**src/rtl/spq_pkg.sv**
```systemverilog
// Package for the sorted priority queue: sizes, command and status codes,
// payload structs and the sequencer state type. No dependencies.
`default_nettype none

package spq_pkg;

    // Storage sizing
    localparam int QUEUE_DEPTH = 16;
    localparam int ADDR_W      = (QUEUE_DEPTH > 1) ? $clog2(QUEUE_DEPTH) : 1;
    localparam int CNT_W       = $clog2(QUEUE_DEPTH + 1);

    // Command codes (kind field)
    localparam logic [1:0] KIND_INSERT = 2'd0;
    localparam logic [1:0] KIND_POP    = 2'd1;
    localparam logic [1:0] KIND_UPDATE = 2'd2;

    // Result status codes
    localparam logic [1:0] ST_OK       = 2'd0;
    localparam logic [1:0] ST_EMPTY    = 2'd1;
    localparam logic [1:0] ST_FULL     = 2'd2;
    localparam logic [1:0] ST_NOTFOUND = 2'd3;

    typedef struct packed {
        logic [1:0]  kind;
        logic [7:0]  new_priority;
        logic [15:0] new_tag;
        logic [4:0]  position;
    } spq_in_t;

    typedef struct packed {
        logic [1:0]  status;
        logic [7:0]  out_priority;
        logic [15:0] out_tag;
        logic [4:0]  entry_count;
    } spq_out_t;

    // One stored slot
    typedef struct packed {
        logic [7:0]  priority_val;
        logic [15:0] tag;
    } spq_entry_t;

    typedef enum logic [1:0] {
        SEQ_IDLE,
        SEQ_SCAN,
        SEQ_DONE
    } spq_state_t;

endpackage

`default_nettype wire

```
**src/rtl/spq_ram.sv**
```systemverilog
// Generic single-write, single-read RAM with registered read data.
// No dependencies.
`default_nettype none

module spq_ram #(
    parameter int WIDTH = 24,
    parameter int DEPTH = 16
) (
    input  wire logic                                      aclk,
    input  wire logic                                      wr_en,
    input  wire logic [((DEPTH > 1) ? $clog2(DEPTH) : 1)-1:0] wr_addr,
    input  wire logic [WIDTH-1:0]                          wr_data,
    input  wire logic [((DEPTH > 1) ? $clog2(DEPTH) : 1)-1:0] rd_addr,
    output logic      [WIDTH-1:0]                          rd_data
);

    logic [WIDTH-1:0] mem [DEPTH];

    // Write port and registered read port
    always_ff @(posedge aclk) begin
        if (wr_en) begin
            mem[wr_addr] <= wr_data;
        end
        rd_data <= mem[rd_addr];
    end

endmodule

`default_nettype wire

```
**src/rtl/sorted_priority_queue.sv**
```systemverilog
// Sorted priority queue top level: command sequencer, slot scan and result
// register. Depends on spq_pkg and spq_ram.
//
// Usage:
//   Commands enter on the s_ channel (s_valid/s_ready, payload s_data) and
//   each gives exactly one result on the m_ channel (m_valid/m_ready,
//   payload m_data). Kinds: insert, pop head, update tag at a 1-based
//   position. Entries sit in one slot RAM in descending priority order.
//   A command that walks the slots streams through the RAM one slot per
//   cycle. Refused commands (full, empty, position not found) and the
//   unused kind skip the slot walk. A new command is taken once the
//   previous one has reached the result register.
//   Reset (aresetn low, synchronous) empties the queue and drops any
//   pending result; slot contents are not cleared.
//   When the receiver stalls, the result holds in the output register and
//   one more command may run; its result waits until the register frees.
`default_nettype none

module sorted_priority_queue (
    input  wire logic            aclk,
    input  wire logic            aresetn,
    input  wire logic            s_valid,
    output logic                 s_ready,
    input  wire spq_pkg::spq_in_t  s_data,
    output logic                 m_valid,
    input  wire logic            m_ready,
    output spq_pkg::spq_out_t    m_data
);

    // Sequencer and command state
    spq_pkg::spq_state_t          state_reg, state_next;
    spq_pkg::spq_in_t             cmd_reg, cmd_next;
    logic [spq_pkg::CNT_W-1:0]    count_reg, count_next;

    // Read issue side of the scan
    logic [spq_pkg::ADDR_W-1:0]   idx_reg, idx_next;
    logic [spq_pkg::ADDR_W-1:0]   last_reg, last_next;
    logic                         issue_reg, issue_next;

    // Processing side, aligned with the registered read data
    logic                         p_valid_reg, p_valid_next;
    logic [spq_pkg::ADDR_W-1:0]   p_idx_reg, p_idx_next;
    logic                         p_last_reg, p_last_next;
    logic                         placed_reg, placed_next;
    spq_pkg::spq_entry_t          carry_reg, carry_next;

    // Result being built and output register
    logic [1:0]                   res_status_reg, res_status_next;
    logic [7:0]                   res_pri_reg, res_pri_next;
    logic [15:0]                  res_tag_reg, res_tag_next;
    logic                         m_valid_reg, m_valid_next;
    spq_pkg::spq_out_t            m_data_reg, m_data_next;

    // RAM port signals
    logic                         wr_en;
    logic [spq_pkg::ADDR_W-1:0]   wr_addr;
    spq_pkg::spq_entry_t          wr_data;
    spq_pkg::spq_entry_t          rd_data;

    // Command decode at transfer
    logic                         accept;
    logic                         start_scan;
    logic [1:0]                   start_status;
    logic [spq_pkg::ADDR_W-1:0]   start_idx;
    logic [spq_pkg::ADDR_W-1:0]   start_last;
    logic                         scan_done;
    logic                         out_free;
    logic [31:0]                  pos_m1;
    logic [spq_pkg::CNT_W-1:0]    count_m1;
    logic [31:0]                  count_wide;

    spq_ram #(
        .WIDTH ($bits(spq_pkg::spq_entry_t)),
        .DEPTH (spq_pkg::QUEUE_DEPTH)
    ) u_slots (
        .aclk    (aclk),
        .wr_en   (wr_en),
        .wr_addr (wr_addr),
        .wr_data (wr_data),
        .rd_addr (idx_reg),
        .rd_data (rd_data)
    );

    assign accept    = s_valid && s_ready;
    assign scan_done = p_valid_reg && p_last_reg;
    assign out_free  = !m_valid_reg || m_ready;
    assign pos_m1    = 32'(s_data.position) - 32'd1;
    assign count_m1  = count_reg - 1'b1;

    // Decode the incoming command: refuse early, skip the scan for the unused kind, or set up the scan range
    always_comb begin
        start_scan   = 1'b0;
        start_status = spq_pkg::ST_OK;
        start_idx    = '0;
        start_last   = '0;
        unique case (s_data.kind)
            spq_pkg::KIND_INSERT: begin
                if (count_reg == spq_pkg::CNT_W'(spq_pkg::QUEUE_DEPTH)) begin
                    start_status = spq_pkg::ST_FULL;
                end else begin
                    start_scan = 1'b1;
                    start_last = count_reg[spq_pkg::ADDR_W-1:0];
                end
            end
            spq_pkg::KIND_POP: begin
                if (count_reg == '0) begin
                    start_status = spq_pkg::ST_EMPTY;
                end else begin
                    start_scan = 1'b1;
                    start_last = count_m1[spq_pkg::ADDR_W-1:0];
                end
            end
            spq_pkg::KIND_UPDATE: begin
                if (s_data.position == '0 ||
                    32'(s_data.position) > 32'(count_reg)) begin
                    start_status = spq_pkg::ST_NOTFOUND;
                end else begin
                    start_scan = 1'b1;
                    start_idx  = pos_m1[spq_pkg::ADDR_W-1:0];
                    start_last = pos_m1[spq_pkg::ADDR_W-1:0];
                end
            end
            default: begin
                start_status = spq_pkg::ST_OK;
            end
        endcase
    end

    // Next state
    always_comb begin
        state_next = state_reg;
        unique case (state_reg)
            spq_pkg::SEQ_IDLE: begin
                if (accept) begin
                    state_next = start_scan ? spq_pkg::SEQ_SCAN : spq_pkg::SEQ_DONE;
                end
            end
            spq_pkg::SEQ_SCAN: begin
                if (scan_done) begin
                    state_next = spq_pkg::SEQ_DONE;
                end
            end
            spq_pkg::SEQ_DONE: begin
                if (out_free) begin
                    state_next = spq_pkg::SEQ_IDLE;
                end
            end
            default: begin
                state_next = spq_pkg::SEQ_IDLE;
            end
        endcase
    end

    // Sequencer outputs
    always_comb begin
        s_ready = (state_reg == spq_pkg::SEQ_IDLE);
    end

    // Scan datapath: read issue, insert/pop/update processing, result load
    always_comb begin
        cmd_next        = cmd_reg;
        count_next      = count_reg;
        idx_next        = idx_reg;
        last_next       = last_reg;
        issue_next      = issue_reg;
        p_valid_next    = 1'b0;
        p_idx_next      = idx_reg;
        p_last_next     = 1'b0;
        placed_next     = placed_reg;
        carry_next      = carry_reg;
        res_status_next = res_status_reg;
        res_pri_next    = res_pri_reg;
        res_tag_next    = res_tag_reg;
        m_valid_next    = m_valid_reg;
        m_data_next     = m_data_reg;
        wr_en           = 1'b0;
        wr_addr         = p_idx_reg;
        wr_data         = carry_reg;
        count_wide      = '0;

        // Command transfer
        if (accept) begin
            cmd_next        = s_data;
            placed_next     = 1'b0;
            res_status_next = start_status;
            res_pri_next    = '0;
            res_tag_next    = '0;
            idx_next        = start_idx;
            last_next       = start_last;
            issue_next      = start_scan;
        end

        // Issue one slot read per cycle
        if (state_reg == spq_pkg::SEQ_SCAN && issue_reg) begin
            p_valid_next = 1'b1;
            p_idx_next   = idx_reg;
            p_last_next  = (idx_reg == last_reg);
            if (idx_reg == last_reg) begin
                issue_next = 1'b0;
            end else begin
                idx_next = idx_reg + 1'b1;
            end
        end

        // Process the slot whose read data just arrived
        if (p_valid_reg) begin
            unique case (cmd_reg.kind)
                spq_pkg::KIND_INSERT: begin
                    if (placed_reg) begin
                        // ripple the displaced entry one slot toward the tail
                        wr_en      = 1'b1;
                        wr_data    = carry_reg;
                        carry_next = rd_data;
                    end else if (32'(p_idx_reg) == 32'(count_reg) ||
                                 rd_data.priority_val <= cmd_reg.new_priority) begin
                        wr_en                = 1'b1;
                        wr_data.priority_val = cmd_reg.new_priority;
                        wr_data.tag          = cmd_reg.new_tag;
                        placed_next          = 1'b1;
                        carry_next           = rd_data;
                    end
                end
                spq_pkg::KIND_POP: begin
                    if (p_idx_reg == '0) begin
                        res_pri_next = rd_data.priority_val;
                        res_tag_next = rd_data.tag;
                    end else begin
                        wr_en   = 1'b1;
                        wr_addr = p_idx_reg - 1'b1;
                        wr_data = rd_data;
                    end
                end
                spq_pkg::KIND_UPDATE: begin
                    res_tag_next         = rd_data.tag;
                    wr_en                = 1'b1;
                    wr_data.priority_val = rd_data.priority_val;
                    wr_data.tag          = cmd_reg.new_tag;
                end
                default: begin
                    wr_en = 1'b0;
                end
            endcase
        end

        // Result register: load when finished and free, drop on transfer
        if (state_reg == spq_pkg::SEQ_DONE && out_free) begin
            if (res_status_reg == spq_pkg::ST_OK &&
                cmd_reg.kind == spq_pkg::KIND_INSERT) begin
                count_next = count_reg + 1'b1;
            end else if (res_status_reg == spq_pkg::ST_OK &&
                         cmd_reg.kind == spq_pkg::KIND_POP) begin
                count_next = count_reg - 1'b1;
            end
            count_wide               = 32'(count_next);
            m_valid_next             = 1'b1;
            m_data_next.status       = res_status_reg;
            m_data_next.out_priority = res_pri_reg;
            m_data_next.out_tag      = res_tag_reg;
            m_data_next.entry_count  = count_wide[4:0];
        end else if (m_ready) begin
            m_valid_next = 1'b0;
        end
    end

    // Control registers
    always_ff @(posedge aclk) begin
        if (!aresetn) begin
            state_reg   <= spq_pkg::SEQ_IDLE;
            count_reg   <= '0;
            issue_reg   <= 1'b0;
            p_valid_reg <= 1'b0;
            p_last_reg  <= 1'b0;
            placed_reg  <= 1'b0;
            m_valid_reg <= 1'b0;
        end else begin
            state_reg   <= state_next;
            count_reg   <= count_next;
            issue_reg   <= issue_next;
            p_valid_reg <= p_valid_next;
            p_last_reg  <= p_last_next;
            placed_reg  <= placed_next;
            m_valid_reg <= m_valid_next;
        end
    end

    // Payload registers
    always_ff @(posedge aclk) begin
        cmd_reg        <= cmd_next;
        idx_reg        <= idx_next;
        last_reg       <= last_next;
        p_idx_reg      <= p_idx_next;
        carry_reg      <= carry_next;
        res_status_reg <= res_status_next;
        res_pri_reg    <= res_pri_next;
        res_tag_reg    <= res_tag_next;
        m_data_reg     <= m_data_next;
    end

    assign m_valid = m_valid_reg;
    assign m_data  = m_data_reg;

    // Fill count never goes past the slot count
    a_count_range: assert property (@(posedge aclk) disable iff (!aresetn)
        32'(count_reg) <= 32'(spq_pkg::QUEUE_DEPTH))
        else $error("fill count exceeds queue depth");

    // Slot writes only happen during a scan
    a_write_in_scan: assert property (@(posedge aclk) disable iff (!aresetn)
        wr_en |-> (state_reg == spq_pkg::SEQ_SCAN))
        else $error("slot write outside scan");

    // The last processed slot ends the scan in the next cycle
    a_scan_ends: assert property (@(posedge aclk) disable iff (!aresetn)
        (state_reg == spq_pkg::SEQ_SCAN && scan_done) |=>
            (state_reg == spq_pkg::SEQ_DONE && !p_valid_reg))
        else $error("scan did not finish after last slot");

endmodule

`default_nettype wire
```
**config.mk**
```make
export PLATFORM = sky130hd
export DESIGN_NAME = sorted_priority_queue
export DESIGN_NICKNAME = d
export VERILOG_FILES = /design/src/rtl/spq_pkg.sv /design/src/rtl/spq_ram.sv /design/src/rtl/sorted_priority_queue.sv
export SDC_FILE = /design/constraint.sdc
export NUM_CORES = 1
export LEC_CHECK = 0
export BUFFER_PORTS_ARGS = -buffer_cell sky130_fd_sc_hd__buf_2
export CAP_MARGIN = 20
export CORE_ASPECT_RATIO = 0.6
export CORE_UTILIZATION = 60
export CTS_CLUSTER_SIZE = 28
export DETAILED_ROUTE_END_ITERATION = 7
export PLACE_DENSITY = 0.77
export SLEW_MARGIN = 20
export SYNTH_ARGS = -nofsm -noshare
export SYNTH_HDL_FRONTEND = slang
export SYNTH_SLANG_ARGS = --single-unit
```
**constraint.sdc**
```tcl
create_clock -name aclk -period 6.2 [get_ports aclk]
set_input_delay 1.24 -clock aclk [delete_from_list [all_inputs] [get_ports aclk]]
set_output_delay 1.24 -clock aclk [all_outputs]
set_load 0.005 [all_outputs]
```
==> impl_metrics.tcl <==
set metrics [dict create \
    status "complete, no violations" \
    grt_pass1_wl_um 74400 \
    max_cap_viol_count 0 \
    cts_tree "yes" \
    clock_sinks 539 \
    synth-seq-cells 539 \
    die_y_um 149 \
    cp_slowest_cell "a22oi_1" \
    drt_pass1_iterations 6 \
    area_delta_synth_final_pct 12.0 \
    wire_per_inst_um 25.8 \
    grt_setup_unrepaired "false" \
    p_per_area_mw_per_mm2 334 \
    route.vias.total 12600 \
    std_cell_rows 53 \
    drive_above_1_share_pct 20.1 \
    worstPathCellList "inv_1 > ha_1 > or3b_1 > and2_1 > nor2_1 > nor2_1 > a21oi_1 > a22oi_1" \
    final.setup_skew_ns 0.0214 \
    drc 0 \
    die_x_um 246 \
    worstSetupStartpointType "flip-flop" \
    hold_viol 0 \
    post-cts-setup-buffers 0 \
    start_util_pct 61.2 \
    synth.area.top_cells "edfxtp_1 66%, dfxtp_1 6.3%, mux4_2 5.0%" \
    synth_ff_type "edfxtp_1" \
    synth-adder-area-share_pct 1.28 \
    synth_largest_area_cell "edfxtp_1" \
    antenna_found_initial 0 \
    finalCriticalPeriod_ns 3.97 \
    synthMuxAreaShare_pct 9.74 \
    netlist.area_leader.share_pct 65.7 \
    hpwl_um 28800 \
    setup_viol 0 \
    cp-end-kind "flip-flop" \
    cts_buffers 45 \
    final_common_cell "edfxtp_1" \
    core_area_mm2 0.0351 \
    ys_types 57 \
    synth-compound-area-share_pct 10.0 \
    io_buffers 67 \
    synthSimpleGateAreaFrac_pct 4.10 \
    largest_register_ff_count 384 \
    grt_usage_pct 27.7 \
    crit_type "flip-flop to flip-flop" \
    wl_um 49800 \
    io_pins 68 \
    clock.fmax_mhz 252 \
    cts_hold_repair.buffers 0 \
    cts_root_buffer "clkbuf_16" \
    final_cell_mix "471 x edfxtp_1, 90 x a21oi_1, 88 x o21ai_0, 80 x mux2i_1, 76 x nand2_1" \
    cpPeakStageDelay_ns 0.81 \
    cp.required_ns 6.42 \
    p_leak_nw 7.88 \
    synth-seq-area-share_pct 72.1 \
    grt-ovfl-total 0 \
    synth_edf_count 471 \
    fin_nets 1480 \
    synthArstFlopShare_pct 0 \
    vias_per_cell 6.54 \
    grt_max_degree 97 \
    yosysWarnings 0 \
    period_share_pct 64.1 \
    synth_top_family_by_area "compound AO/OA/AOI/OAI gates" \
    path_max_fanout 19 \
    holdWs_ns 0.429 \
    clk_pin_slew_ns 0.07 \
    first_global_vias 12200 \
    tns_ns 0 \
    ant_nets 0 \
    place.gp.congestion 0.922 \
    worst_path_most_repeated_cell "nor2_1" \
    synth_xor_area_share_pct 0.733 \
    postCtsResizedCells 0 \
    diodes 0 \
    first_iter_violations 1811 \
    cts_htree_levels 2 \
    syn-instance-count 1346 \
    worstMarginPinSlew_ns 1.21 \
    peakVddDrop_v 0.000278 \
    slew_headroom_pct 19.1 \
    syn_avg_cell_area_um2 16.0 \
    final_max_slew_viol_count 0 \
    syn_nets 1403 \
    critical_path_arrival_ns 4.19 \
    clk-insertion-delay-late_ns 0.58 \
    hp-class "flip-flop to flip-flop" \
    synth_area_mm2 0.0215 \
    fp.dieArea_mm2 0.0366 \
    clockBufferDepth 3 \
]
cells by family (layout without fill, tap and decap cells):
group | Yosys count | count (layout)
multiplexers | 147 | 147
buffers and inverters | 104 | 217
flip-flops | 539 | 539
XOR/XNOR | 18 | 18
adder cells (fa/ha/maj) | 22 | 22
AND/OR/NAND/NOR | 186 | 186
AO/OA/AOI/OAI | 330 | 330
critical path, delay by kind of cell, from the launching register on:
kind	cells	cell delay, ns
buffers and inverters	1	0.14
and+or+nand+nor	4	1.68
AOI/OAI and AO/OA	2	0.96
DFF	1	0.51
adders and majority gates	1	0.30
worst paths after layout:
check / start / end / slack, ns / cells after the start
worst min register to register: res_pri_reg[0] / m_data[21] / 0.43 / 0
worst max-delay path: p_idx_reg[0] / u_slots.mem[12][21] / 2.23 / 8
worst max register to register: p_idx_reg[0] / u_slots.mem[12][21] / 2.23 / 8
worst min-delay path: res_pri_reg[0] / m_data[21] / 0.43 / 0
synthesized netlist by cell type (2+ instances only):
cell / instances
a31o_2: 2
a221o_1: 17
a211o_1: 2
a21oi_1: 90
nor2_1: 42
mux4_2: 48
ha_1: 22
xnor2_1: 13
nand4_1: 7
o31ai_1: 3
nand2b_1: 6
nor3_1: 9
buf_6: 3
a22oi_1: 34
buf_1: 3
nand3_1: 9
nor2b_1: 9
nor3b_1: 3
dfxtp_1: 68
or3b_1: 2
a221oi_1: 24
or4_1: 7
a211oi_1: 6
buf_2: 25
edfxtp_1: 471
xor2_1: 5
a21oi_2: 8
nand2_1: 76
o211ai_1: 3
a31oi_1: 8
and2_1: 6
a22o_1: 17
mux2_2: 19
o21ai_0: 88
inv_1: 26
mux2i_1: 80
clkbuf_1: 46
a2bb2oi_1: 16
o22ai_1: 4
or3_1: 2
where the power goes:
part,total [W],switching (W),internal [W]
registers,0.00420,0.000147,0.00405
logic,0.000950,0.000613,0.000337
clock network,0.00290,0.00130,0.00160
total,0.00804,0.00206,0.00599
metrics by stage:
stage	power (W)	cell area [um^2]	cells	utilization [%]	setup slack, ns
after global placement	0.00515	22400	1834	63.9	2.43
after floorplan	0.00486	21500	1346	-	2.04
after CTS	0.00805	24000	1918	68.2	2.08
after global routing	0.00830	24100	1926	68.6	1.87
final	0.00804	24100	1926	68.6	2.23
after detailed placement	0.00518	22500	1835	63.9	2.18
routing by layer:
| metal | GRT usage (%) | up-vias | part of all wire, % |
|---|---|---|---|
| met5 | 0 | - | 0 |
| met4 | 7.25 | 0 | 2.2 |
| li1 | - | 5478 | - |
| met2 | 41.2 | 725 | 45 |
| met1 | 40.9 | 6310 | 42 |
| met3 | 7.22 | 86 | 11 |
cell type report:
| cell class | instances | area (um^2) |
|---|---|---|
| clock buffers | 57 | 1200 |
| clock inverters | 26 | 302 |
| fillers | 2250 | 11100 |
| inverters | 26 | 97.6 |
| multi-input cells | 703 | 5740 |
| flip-flops and latches | 539 | 15500 |
| well taps | 467 | 584 |
| repair buffers | 108 | 661 |
Note: power is estimated with default switching activity, not from simulation.
